$ cat config.mk
export PLATFORM = sky130hd
export DESIGN_NAME = c_comment_stripper
export DESIGN_NICKNAME = d
export VERILOG_FILES = /design/src/rtl/core/ccs_pkg.sv /design/src/rtl/core/ccs_front.sv /design/src/rtl/core/ccs_queue.sv /design/src/rtl/core/ccs_back.sv /design/src/rtl/core/c_comment_stripper.sv
export SDC_FILE = /design/constraint.sdc
export NUM_CORES = 1
export LEC_CHECK = 0
export BUFFER_PORTS_ARGS = -buffer_cell sky130_fd_sc_hd__buf_4
export CAP_MARGIN = 20
export CORE_AREA = 2 2 107 89
export DETAILED_ROUTE_END_ITERATION = 6
export DIE_AREA = 0 0 109 91
export GPL_TIMING_DRIVEN = 0
export PLACE_DENSITY = 0.62
export SKIP_CTS_REPAIR_TIMING = 1
export SYNTH_ARGS = -nofsm -noshare
export SYNTH_HDL_FRONTEND = slang
export SYNTH_SLANG_ARGS = --single-unit
$ cat constraint.sdc
create_clock -name clk_i -period 2.9 [get_ports clk_i]
set_input_delay 0.145 -clock clk_i [delete_from_list [all_inputs] [get_ports clk_i]]
set_output_delay 0.145 -clock clk_i [all_outputs]
set_load 0.01 [all_outputs]
$ cat src/rtl/core/ccs_pkg.sv
package ccs_pkg;

  typedef enum logic [3:0] {
    ModeCode   = 4'd0,
    ModeSlash  = 4'd1,
    ModeLine   = 4'd2,
    ModeBlock  = 4'd3,
    ModeStar   = 4'd4,
    ModeStr    = 4'd5,
    ModeStrEsc = 4'd6,
    ModeChr    = 4'd7,
    ModeChrEsc = 4'd8
  } mode_e;

  localparam logic [7:0] CharApos   = 8'd39;
  localparam logic [7:0] CharQuote  = 8'd34;
  localparam logic [7:0] CharLf     = 8'd10;
  localparam logic [7:0] CharBslash = 8'd92;
  localparam logic [7:0] CharSlash  = 8'd47;
  localparam logic [7:0] CharStar   = 8'd42;
  localparam logic [7:0] CharSpace  = 8'd32;

  localparam int unsigned QDepth = 4;
  localparam int unsigned QAw    = $clog2(QDepth);

  typedef struct packed {
    logic       two;
    logic [7:0] first;
    logic [7:0] second;
  } entry_t;

endpackage

$ cat src/rtl/core/ccs_front.sv
module ccs_front (
  input  logic              clk_i,
  input  logic              rst_ni,
  input  logic              in_valid_i,
  output logic              in_ready_o,
  input  logic [7:0]        in_byte_i,
  input  logic              in_end_i,
  input  logic              q_full_i,
  output logic              push_o,
  output ccs_pkg::entry_t   entry_o
);

  ccs_pkg::mode_e mode_q, mode_d;
  logic           accept;
  logic [1:0]     emit_cnt;

  assign in_ready_o = !q_full_i;
  assign accept     = in_valid_i && !q_full_i;

  always_comb begin
    mode_d = mode_q;
    if (accept) begin
      if (in_end_i) begin
        mode_d = ccs_pkg::ModeCode;
      end else begin
        unique case (mode_q)
          ccs_pkg::ModeSlash: begin
            if (in_byte_i == ccs_pkg::CharSlash) begin
              mode_d = ccs_pkg::ModeLine;
            end else if (in_byte_i == ccs_pkg::CharStar) begin
              mode_d = ccs_pkg::ModeBlock;
            end else if (in_byte_i == ccs_pkg::CharQuote) begin
              mode_d = ccs_pkg::ModeStr;
            end else if (in_byte_i == ccs_pkg::CharApos) begin
              mode_d = ccs_pkg::ModeChr;
            end else begin
              mode_d = ccs_pkg::ModeCode;
            end
          end
          ccs_pkg::ModeLine: begin
            if (in_byte_i == ccs_pkg::CharLf) mode_d = ccs_pkg::ModeCode;
          end
          ccs_pkg::ModeBlock: begin
            if (in_byte_i == ccs_pkg::CharStar) mode_d = ccs_pkg::ModeStar;
          end
          ccs_pkg::ModeStar: begin
            if (in_byte_i == ccs_pkg::CharSlash) begin
              mode_d = ccs_pkg::ModeCode;
            end else if (in_byte_i != ccs_pkg::CharStar) begin
              mode_d = ccs_pkg::ModeBlock;
            end
          end
          ccs_pkg::ModeStr: begin
            if (in_byte_i == ccs_pkg::CharBslash) begin
              mode_d = ccs_pkg::ModeStrEsc;
            end else if (in_byte_i == ccs_pkg::CharQuote) begin
              mode_d = ccs_pkg::ModeCode;
            end
          end
          ccs_pkg::ModeStrEsc: mode_d = ccs_pkg::ModeStr;
          ccs_pkg::ModeChr: begin
            if (in_byte_i == ccs_pkg::CharBslash) begin
              mode_d = ccs_pkg::ModeChrEsc;
            end else if (in_byte_i == ccs_pkg::CharApos) begin
              mode_d = ccs_pkg::ModeCode;
            end
          end
          ccs_pkg::ModeChrEsc: mode_d = ccs_pkg::ModeChr;
          default: begin
            if (in_byte_i == ccs_pkg::CharSlash) begin
              mode_d = ccs_pkg::ModeSlash;
            end else if (in_byte_i == ccs_pkg::CharQuote) begin
              mode_d = ccs_pkg::ModeStr;
            end else if (in_byte_i == ccs_pkg::CharApos) begin
              mode_d = ccs_pkg::ModeChr;
            end else begin
              mode_d = ccs_pkg::ModeCode;
            end
          end
        endcase
      end
    end
  end

  always_comb begin
    emit_cnt       = 2'd0;
    entry_o.first  = in_byte_i;
    entry_o.second = in_byte_i;
    if (in_end_i) begin
      entry_o.first = ccs_pkg::CharSlash;
      if (mode_q == ccs_pkg::ModeSlash) emit_cnt = 2'd1;
    end else begin
      unique case (mode_q) inside
        ccs_pkg::ModeSlash: begin
          entry_o.first = ccs_pkg::CharSlash;
          if (in_byte_i != ccs_pkg::CharSlash && in_byte_i != ccs_pkg::CharStar) begin
            emit_cnt = 2'd2;
          end
        end
        ccs_pkg::ModeLine: begin
          if (in_byte_i == ccs_pkg::CharLf) emit_cnt = 2'd1;
        end
        ccs_pkg::ModeBlock: emit_cnt = 2'd0;
        ccs_pkg::ModeStar: begin
          entry_o.first = ccs_pkg::CharSpace;
          if (in_byte_i == ccs_pkg::CharSlash) emit_cnt = 2'd1;
        end
        ccs_pkg::ModeStr, ccs_pkg::ModeStrEsc,
        ccs_pkg::ModeChr, ccs_pkg::ModeChrEsc: emit_cnt = 2'd1;
        default: begin
          if (in_byte_i != ccs_pkg::CharSlash) emit_cnt = 2'd1;
        end
      endcase
    end
    entry_o.two = emit_cnt[1];
    push_o      = accept && (emit_cnt != 2'd0);
  end

  always_ff @(posedge clk_i or negedge rst_ni) begin
    if (!rst_ni) begin
      mode_q <= ccs_pkg::ModeCode;
    end else begin
      mode_q <= mode_d;
    end
  end

endmodule

$ cat src/rtl/core/ccs_queue.sv
module ccs_queue (
  input  logic            clk_i,
  input  logic            rst_ni,
  input  logic            push_i,
  input  ccs_pkg::entry_t push_data_i,
  output logic            full_o,
  input  logic            pop_i,
  output logic            empty_o,
  output ccs_pkg::entry_t head_o
);

  ccs_pkg::entry_t              mem_q [ccs_pkg::QDepth];
  logic [ccs_pkg::QAw-1:0]      wr_ptr_q, wr_ptr_d;
  logic [ccs_pkg::QAw-1:0]      rd_ptr_q, rd_ptr_d;
  logic [ccs_pkg::QAw:0]        cnt_q, cnt_d;
  logic                         do_push, do_pop;

  assign full_o  = (cnt_q == (ccs_pkg::QAw+1)'(ccs_pkg::QDepth));
  assign empty_o = (cnt_q == '0);
  assign head_o  = mem_q[rd_ptr_q];
  assign do_push = push_i && !full_o;
  assign do_pop  = pop_i && !empty_o;

  always_comb begin
    wr_ptr_d = do_push ? wr_ptr_q + 1'b1 : wr_ptr_q;
    rd_ptr_d = do_pop ? rd_ptr_q + 1'b1 : rd_ptr_q;
    cnt_d    = cnt_q;
    if (do_push && !do_pop) begin
      cnt_d = cnt_q + 1'b1;
    end else if (do_pop && !do_push) begin
      cnt_d = cnt_q - 1'b1;
    end
  end

  always_ff @(posedge clk_i) begin
    if (do_push) mem_q[wr_ptr_q] <= push_data_i;
  end

  always_ff @(posedge clk_i or negedge rst_ni) begin
    if (!rst_ni) begin
      wr_ptr_q <= '0;
      rd_ptr_q <= '0;
      cnt_q    <= '0;
    end else begin
      wr_ptr_q <= wr_ptr_d;
      rd_ptr_q <= rd_ptr_d;
      cnt_q    <= cnt_d;
    end
  end

endmodule

$ cat src/rtl/core/ccs_back.sv
module ccs_back (
  input  logic            clk_i,
  input  logic            rst_ni,
  input  logic            empty_i,
  input  ccs_pkg::entry_t head_i,
  output logic            pop_o,
  output logic            out_valid_o,
  input  logic            out_ready_i,
  output logic [7:0]      out_byte_o,
  output logic            out_last_o
);

  logic       out_valid_q;
  logic [7:0] out_byte_q;
  logic       out_last_q;
  logic       sec_valid_q;
  logic [7:0] sec_byte_q;
  logic       load;

  assign load        = !out_valid_q || out_ready_i;
  assign pop_o       = load && !sec_valid_q && !empty_i;
  assign out_valid_o = out_valid_q;
  assign out_byte_o  = out_byte_q;
  assign out_last_o  = out_last_q;

  always_ff @(posedge clk_i or negedge rst_ni) begin
    if (!rst_ni) begin
      out_valid_q <= 1'b0;
      sec_valid_q <= 1'b0;
    end else if (load) begin
      if (sec_valid_q) begin
        out_valid_q <= 1'b1;
        sec_valid_q <= 1'b0;
      end else begin
        out_valid_q <= !empty_i;
        sec_valid_q <= !empty_i && head_i.two;
      end
    end
  end

  always_ff @(posedge clk_i) begin
    if (load) begin
      if (sec_valid_q) begin
        out_byte_q <= sec_byte_q;
        out_last_q <= 1'b1;
      end else begin
        out_byte_q <= head_i.first;
        out_last_q <= !head_i.two;
        sec_byte_q <= head_i.second;
      end
    end
  end

endmodule

$ cat src/rtl/core/c_comment_stripper.sv
// C comment stripper: takes C source one byte per transaction and passes it
// on with comments removed. Line comments are dropped up to their newline, a
// block comment becomes one space, and quotes, backslash escapes and comment
// marks inside string and char literals pass untouched. A transaction with
// tlast set marks end of text: it flushes a pending slash and returns the
// scanner to code. Input runs at one byte per cycle unless the queue is full;
// each byte yields zero, one or two output bytes, the last of them flagged by
// tlast; the output side moves one byte per cycle while downstream is ready,
// so a lone slash before code yields two output bytes. A four-entry queue
// between scanner and output stage absorbs these bursts and downstream stalls.
module c_comment_stripper (
  input  logic       clk_i,
  input  logic       rst_ni,
  input  logic       s_axis_tvalid_i,
  output logic       s_axis_tready_o,
  input  logic [7:0] s_axis_tdata_i,  // [7:0] in_byte
  input  logic       s_axis_tlast_i,
  output logic       m_axis_tvalid_o,
  input  logic       m_axis_tready_i,
  output logic [7:0] m_axis_tdata_o,  // [7:0] out_byte
  output logic       m_axis_tlast_o
);

  ccs_pkg::entry_t push_entry;
  ccs_pkg::entry_t head_entry;
  logic            push;
  logic            pop;
  logic            q_full;
  logic            q_empty;

  ccs_front u_front (
    .clk_i      (clk_i),
    .rst_ni     (rst_ni),
    .in_valid_i (s_axis_tvalid_i),
    .in_ready_o (s_axis_tready_o),
    .in_byte_i  (s_axis_tdata_i),
    .in_end_i   (s_axis_tlast_i),
    .q_full_i   (q_full),
    .push_o     (push),
    .entry_o    (push_entry)
  );

  ccs_queue u_queue (
    .clk_i       (clk_i),
    .rst_ni      (rst_ni),
    .push_i      (push),
    .push_data_i (push_entry),
    .full_o      (q_full),
    .pop_i       (pop),
    .empty_o     (q_empty),
    .head_o      (head_entry)
  );

  ccs_back u_back (
    .clk_i       (clk_i),
    .rst_ni      (rst_ni),
    .empty_i     (q_empty),
    .head_i      (head_entry),
    .pop_o       (pop),
    .out_valid_o (m_axis_tvalid_o),
    .out_ready_i (m_axis_tready_i),
    .out_byte_o  (m_axis_tdata_o),
    .out_last_o  (m_axis_tlast_o)
  );

endmodule
# Yosys cells after proc, flatten, opt, wreduce, memory -nomap -nowiden
# Memories as Yosys holds them, arrays and structs flattened.
# Cells that the tools add are included.
# word_totals
regBits	30
ramBits	68
input_bits	13
out_inout_bits	11
elab_cells	92
memories	1
# op_classes
n_addsub	4
n_eq_ne	22
n_mux	31
bitwise_logic	1
n_reduce_logical	24
# mem_list
name	depth	width	read_ports	rd_clocked_by_memory_dff	write_ports	line_no	rtl
u_queue.mem_q	4	17	1	0	1	ccs_queue.sv:12	ccs_pkg::entry_t mem_q [ccs_pkg::QDepth];
# op_table
op	count
$mux W4	10
$eq A8 B6 Y1 const B	4
$pmux W4 S8	1
$mux W3	6
$eq A4 B3 Y1 const B	4
$mux W8	2
$ne A8 B6 Y1 const B	2
$pmux W8 S2	1
$ne A4 B2 Y1 const B	3
$logic_and A1 B1 Y1	10
$pmux W2 S5	1
$eq A4 B2 Y1 const B	2
$eq A8 B4 Y1 const B	1
$eq A8 B7 Y1 const B	1
$mux W1	8
$logic_not A1 Y1	7
$ne A3 B2 Y1 const B	2
$reduce_and A6 Y1	1
$add A2 B1 Y2 const B	2
$eq A4 B1 Y1 const B	1
$eq A4 B4 Y1 const B	1
$mux W2	2
$reduce_bool A2 Y1	2
$reduce_or A4 Y1	1
7 further kinds	7

# Depth between registers and ports, before layout
# depth
depth_word	12
ltp_mapped	11
ltp_nobuf	10

# By module
# Synthesis repeated with hierarchy kept, for this count alone.
# hier_totals
hier_cells	288
area_unflattened_um2	4549.4
# modules_own_cells
mod	n_inst	cells_each	area_each_um2	seq_area_each_um2
ccs_queue	1	124	2931.6	2217.1
ccs_front	1	128	882.1	100.1
ccs_back	1	36	735.7	560.5

# Least setup slack after synthesis
# Ideal clock, no wire load.
# synth_path
kind	register -> register
startpoint	reg u_front.mode_q[0]
endpoint	reg u_queue.cnt_q[1] (netlist name)
setup_ns	0.125
arrival_time_ns	2.389
t_required_ns	2.775
setup_slack_ns	0.387
stages_incl_launch_ff	10
n_path_buf	1
synth_period_minus_slack_ns	2.513
path_cell_list	dfrtp_1 > clkbuf_1 > nor3_1 > xnor2_1 > o211ai_2 > o31a_4 > ha_1 > inv_1 > fa_1 > mux2_2
# synth_via
elab_cells_between_ends	20
cone_classes	eq/ne (8); mux (4); reduce/logical (8)
# synth_lines
item	line_no	rtl
start: declaration	ccs_front.sv:13	ccs_pkg::mode_e mode_q, mode_d;
start signal: assignment	ccs_front.sv:121	mode_q <= ccs_pkg::ModeCode;
start signal: assignment	ccs_front.sv:123	mode_q <= mode_d;
$eq A4 B4 Y1 (no line) / $eq A4 B3 Y1 (equally long branches)	--	
$reduce_or A4 Y1	ccs_front.sv:93	unique case (mode_q) inside
$pmux W2 S5	ccs_front.sv:93	
$mux W2 (*)	ccs_front.sv:89	if (in_end_i) begin
$reduce_bool A2 Y1 (*)	ccs_front.sv:116	push_o = accept && (emit_cnt != 2'd0);
$logic_and A1 B1 Y1 (*)	ccs_front.sv:116	
$logic_and A1 B1 Y1 (*)	ccs_queue.sv:21	assign do_push = push_i && !full_o;
named net u_queue.do_push	ccs_queue.sv:16	logic do_push, do_pop;
$logic_and A1 B1 Y1 (*)	ccs_queue.sv:28	if (do_push && !do_pop) begin
$mux W3 (*)	ccs_queue.sv:28	
named net u_queue.cnt_d (one bit)	ccs_queue.sv:15	logic [ccs_pkg::QAw:0] cnt_q, cnt_d;
end signal: assignment	ccs_queue.sv:47	cnt_q <= cnt_d;
end: declaration	ccs_queue.sv:15	
# Mark *: on every way through the listed nets, which the timed path passes. The rest lies on a longest branch.
# A chain may end at the register's enable or synchronous reset.

# Worst setup path in the final report
# layout_path
startpoint	in s_axis_tdata_i[0]
endpoint	reg u_queue.cnt_q[2] (netlist name)
# layout_via
elab_chain_len	11
elab_cells_between_ends	19
cone_classes	eq/ne (4); mux (7); reduce/logical (8)
# layout_lines
item	line_no	rtl
start: declaration	c_comment_stripper.sv:16	input logic [7:0] s_axis_tdata_i,
$ne A8 B6 Y1, on equally long branches	ccs_front.sv:96, ccs_front.sv:111	
$logic_and A1 B1 Y1	ccs_front.sv:96	if (in_byte_i != ccs_pkg::CharSlash && in_byte_i != ccs_pkg::CharStar) begin
$mux W2	ccs_front.sv:96	
$pmux W2 S5 (*)	ccs_front.sv:93	
$mux W2 (*)	ccs_front.sv:89	
$reduce_bool A2 Y1 (*)	ccs_front.sv:116	
$logic_and A1 B1 Y1 (*)	ccs_front.sv:116	
$logic_and A1 B1 Y1 (*)	ccs_queue.sv:21	
named net u_queue.do_push	ccs_queue.sv:16	
$logic_not A1 Y1	ccs_queue.sv:30	end else if (do_pop && !do_push) begin
$logic_and A1 B1 Y1	ccs_queue.sv:30	
$reduce_bool A2 Y1 (no line)	--	
# Marked as above.

==> run_summary.xml <==
<?xml version="1.0" encoding="UTF-8"?>
<metrics>
  <group name="sta">
    <metric name="timing_max_transition_violations_final" unit="">0</metric>
    <metric name="min_period" unit="ps">2740</metric>
    <metric name="fmax" unit="GHz">0.365</metric>
    <metric name="period_share" unit="">0.944</metric>
    <metric name="rsz0062_at_grt" unit="">false</metric>
    <metric name="slew-limit-headroom" unit="">0.392</metric>
    <metric name="setup_violations" unit="">0</metric>
    <metric name="finalClockSkew" unit="ps">12.7</metric>
    <metric name="hold-worst-slack" unit="ps">48.5</metric>
    <metric name="setup_tns" unit="ps">0</metric>
    <metric name="hold_viol_final" unit="">0</metric>
    <metric name="timing_worst_slew_pin_value" unit="ps">908</metric>
  </group>
  <group name="place">
    <metric name="gp_routability_congestion" unit="">0.904</metric>
    <metric name="placed_cells_incl_taps" unit="">406</metric>
    <metric name="io_buffers" unit="">23</metric>
    <metric name="post-dp-hpwl" unit="microns">5250</metric>
  </group>
  <group name="clock_tree">
    <metric name="cts_htree_levels" unit="">3</metric>
    <metric name="cts_root_buf" unit="">sky130_fd_sc_hd__clkbuf_8</metric>
    <metric name="clkTransAtPathRegs" unit="ps">90</metric>
    <metric name="tritoncts" unit="">yes</metric>
    <metric name="clock_latency" unit="ps">350</metric>
    <metric name="sink_count_of_the_clock_tree" unit="">98</metric>
    <metric name="max-clock-path-buffers" unit="">2</metric>
    <metric name="cts-buffers-inserted" unit="">9</metric>
  </group>
  <group name="route">
    <metric name="dr.pass1.iters" unit="">4</metric>
    <metric name="vias" unit="">2358</metric>
    <metric name="first_iter_violations" unit="">188</metric>
    <metric name="drt-total-wl" unit="microns">8100</metric>
    <metric name="routedWlPerCell" unit="microns">19.1</metric>
    <metric name="detail-route-antenna-nets" unit="">0</metric>
    <metric name="drcViolationCount" unit="">0</metric>
    <metric name="detailed_route_vias_per_instance" unit="">5.55</metric>
  </group>
  <group name="logic_synthesis">
    <metric name="postSynthNetCount" unit="">287</metric>
    <metric name="synth_area" unit="sq um">4320</metric>
    <metric name="async_flop_share" unit="">0.133</metric>
    <metric name="yosys-top-cells-area" unit="">sky130_fd_sc_hd__edfxtp_1 59%, sky130_fd_sc_hd__mux4_2 8.9%, sky130_fd_sc_hd__dfrtp_1 7.5%</metric>
    <metric name="yosys_warnings" unit="">0</metric>
    <metric name="dominant_cell_by_count_in_the_synthesized_netlist" unit="">sky130_fd_sc_hd__edfxtp_1</metric>
    <metric name="synthDominantCellAreaShare" unit="">0.591</metric>
    <metric name="synth.distinct_cells" unit="">49</metric>
    <metric name="synth-seq-area-share" unit="">0.667</metric>
    <metric name="synthesis.area_per_instance" unit="sq um">16.1</metric>
    <metric name="post_synth_most_frequent_cells" unit="">85 x sky130_fd_sc_hd__edfxtp_1, 17 x sky130_fd_sc_hd__mux4_2, 13 x sky130_fd_sc_hd__dfrtp_1</metric>
    <metric name="dominantRegCellSynth" unit="">sky130_fd_sc_hd__edfxtp_1</metric>
    <metric name="ys_ff_latch" unit="">98</metric>
    <metric name="synth-edff-count" unit="">85</metric>
    <metric name="netlist_instances" unit="">268</metric>
    <metric name="netlist.top_cell.by_area" unit="">sky130_fd_sc_hd__edfxtp_1</metric>
  </group>
  <group name="floorplan">
    <metric name="num_rows" unit="">31</metric>
    <metric name="die_area" unit="sq um">9920</metric>
    <metric name="coreArea" unit="sq um">8800</metric>
    <metric name="chipWidth" unit="microns">109</metric>
    <metric name="ios" unit="">24</metric>
    <metric name="chip_height" unit="microns">91</metric>
    <metric name="initial_utilization" unit="">0.490</metric>
  </group>
  <group name="hold_path">
    <metric name="hold_path_class" unit="">input pin to flip-flop</metric>
  </group>
  <group name="global_routing">
    <metric name="global_route.usage.total" unit="">0.178</metric>
    <metric name="grt_pass1_wl" unit="microns">12900</metric>
    <metric name="grt.overflow.total" unit="">0</metric>
    <metric name="antenna_found_initial" unit="">0</metric>
    <metric name="vias_in_the_first_global_route" unit="">2319</metric>
    <metric name="grt_start_max_net_pins" unit="">18</metric>
  </group>
  <group name="critical_path">
    <metric name="worstSetupStartpointType" unit="">input pin</metric>
    <metric name="worstPathMaxFanout" unit="">9</metric>
    <metric name="arrival_time_of_data_at_the_critical_path_endpoint" unit="ps">3020</metric>
    <metric name="critPathKind" unit="">input pin to flip-flop</metric>
    <metric name="timing.critical_path.required" unit="ps">3180</metric>
    <metric name="cp-end-kind" unit="">flip-flop</metric>
  </group>
  <group name="pwr">
    <metric name="power.combinational.fraction" unit="">0.326</metric>
    <metric name="switching_share_of_power" unit="">0.304</metric>
    <metric name="power_report.internal_total" unit="W">0.00299</metric>
    <metric name="total_switching_power" unit="W">0.00130</metric>
    <metric name="share_of_total_power_in_the_clock_network" unit="">0.198</metric>
    <metric name="totalPowerFinal" unit="W">0.00430</metric>
    <metric name="seq_power_share" unit="">0.476</metric>
    <metric name="power.leakage" unit="nW">1.67</metric>
    <metric name="pwr_density_cell" unit="nW/um^2">884</metric>
    <metric name="vdd_drop_max" unit="V">0.000389</metric>
  </group>
  <group name="layout">
    <metric name="syn_to_final_growth" unit="%">12.7</metric>
    <metric name="final_net_count" unit="">324</metric>
    <metric name="final_core_utilization" unit="">0.552</metric>
    <metric name="insertedDiodeCount" unit="">0</metric>
    <metric name="final_layout_size_suffix_gt1_frac" unit="">0.255</metric>
    <metric name="stdcell_count" unit="">425</metric>
  </group>
  <group name="flow_run">
    <metric name="maxCapViolations" unit="">0</metric>
  </group>
  <group name="outcome">
    <metric name="run_status" unit="">finished, final reports clean</metric>
  </group>
</metrics>
-- metal layers --
layer	wire, microns	GRT usage
met1	3850	0.269
met5	0	0
met2	3810	0.258
met4	33	0.0449
met3	409	0.0474
-- power groups by stage --
stage | Sequential [W] | Clock (W) | Combinational, W
4_1_cts | 0.00205 | 0.000877 | 0.00142
3_3_place_gp | 0.00207 | 0 | 0.00140
2_1_floorplan | 0.00208 | 0 | 0.000980
5_1_grt | 0.00208 | 0.000933 | 0.00153
6_report | 0.00205 | 0.000852 | 0.00140
3_5_place_dp | 0.00208 | 0 | 0.00141
-- registers in the layout, summed over array words and instances (netlist names) --
name / cells
u_queue.mem_q: 68
u_back.out_byte_o: 8
u_back.sec_byte_q: 8
u_front.mode_q: 4
u_queue.cnt_q: 3
u_queue.rd_ptr_q: 2
u_queue.wr_ptr_q: 2
u_back.out_last_o: 1
u_back.out_valid_o: 1
u_back.sec_valid_q: 1
-- area by class of cell --
class	count	area [sq um]
flip-flops and latches	98	2880
inverters	9	33.8
fillers	700	3940
well taps	115	144
clock buffers	9	124
clock inverters	7	66.3
plain buffers	13	50.0
repair buffers	26	203
multi-input cells	148	1370
-- kinds of logic after synthesis --
family	Yosys count	share of synthesized area
adder cells (fa/ha/maj)	6	0.0191
flip-flops	98	0.667
multiplexers	31	0.126
XOR/XNOR	10	0.0203
AND/OR/NAND/NOR	68	0.0939
AO/OA/AOI/OAI	33	0.0548
buffers and inverters	22	0.0194
-- per-stage QoR --
| step | instance area, sq um | setup WS, ps |
|---|---|---|
| CTS | 4820 | 81.8 |
| floorplan | 4320 | 387 |
| global placement | 4630 | 105 |
| finish | 4860 | 163 |
| global route | 4860 | 17.6 |
| detailed placement | 4630 | 106 |
-- worst max-delay path: stages --
cell and delay, ps:
sky130_fd_sc_hd__dlygate4sd3_1 530, sky130_fd_sc_hd__buf_4 130, sky130_fd_sc_hd__clkbuf_1 310, sky130_fd_sc_hd__nand2_1 210, sky130_fd_sc_hd__nor3_4 240, sky130_fd_sc_hd__o311a_1 190
sky130_fd_sc_hd__o31a_4 180, sky130_fd_sc_hd__ha_1 180, sky130_fd_sc_hd__inv_1 60, sky130_fd_sc_hd__fa_1 420, sky130_fd_sc_hd__xor2_1 150, sky130_fd_sc_hd__nor2_1 110
sky130_fd_sc_hd__xor2_1 150
-- cells in the final DEF, fill, tap and decap left out, types with 4 or more instances in the layout --
cell type and count:
sky130_fd_sc_hd__and2_2 4, sky130_fd_sc_hd__nor2_1 12, sky130_fd_sc_hd__nand2_1 10, sky130_fd_sc_hd__mux4_2 17, sky130_fd_sc_hd__mux2_2 12, sky130_fd_sc_hd__ha_1 5
sky130_fd_sc_hd__inv_1 9, sky130_fd_sc_hd__edfxtp_1 85, sky130_fd_sc_hd__o21bai_1 5, sky130_fd_sc_hd__xnor2_1 6, sky130_fd_sc_hd__clkbuf_8 9, sky130_fd_sc_hd__o21ai_0 5
sky130_fd_sc_hd__nor3_1 8, sky130_fd_sc_hd__dfrtp_1 13, sky130_fd_sc_hd__xor2_1 4, sky130_fd_sc_hd__a21oi_1 8, sky130_fd_sc_hd__buf_4 23, sky130_fd_sc_hd__clkbuf_1 10
sky130_fd_sc_hd__and2_1 7
-- worst paths after layout --
kind	startpoint	endpoint	slack, ps	depth (start not counted)
worst max-delay path	s_axis_tdata_i[0]	u_queue.cnt_q[2]$_DFFE_PN0P_	160	13
worst min-delay path	s_axis_tdata_i[6]	u_queue.mem_q[0][6]$_DFFE_PP_	50	1
worst max register to register	u_front.mode_q[0]$_DFFE_PN0P_	u_queue.cnt_q[1]$_DFFE_PN0P_	190	9
worst min register to register	u_queue.cnt_q[2]$_DFFE_PN0P_	u_queue.cnt_q[2]$_DFFE_PN0P_	500	1
max in group asynchronous	rst_ni	u_front.mode_q[0]$_DFFE_PN0P_	2550	2
min in group asynchronous	rst_ni	u_back.sec_valid_q$_DFFE_PN0N_	170	2
Power figures use the tool's default switching activity.
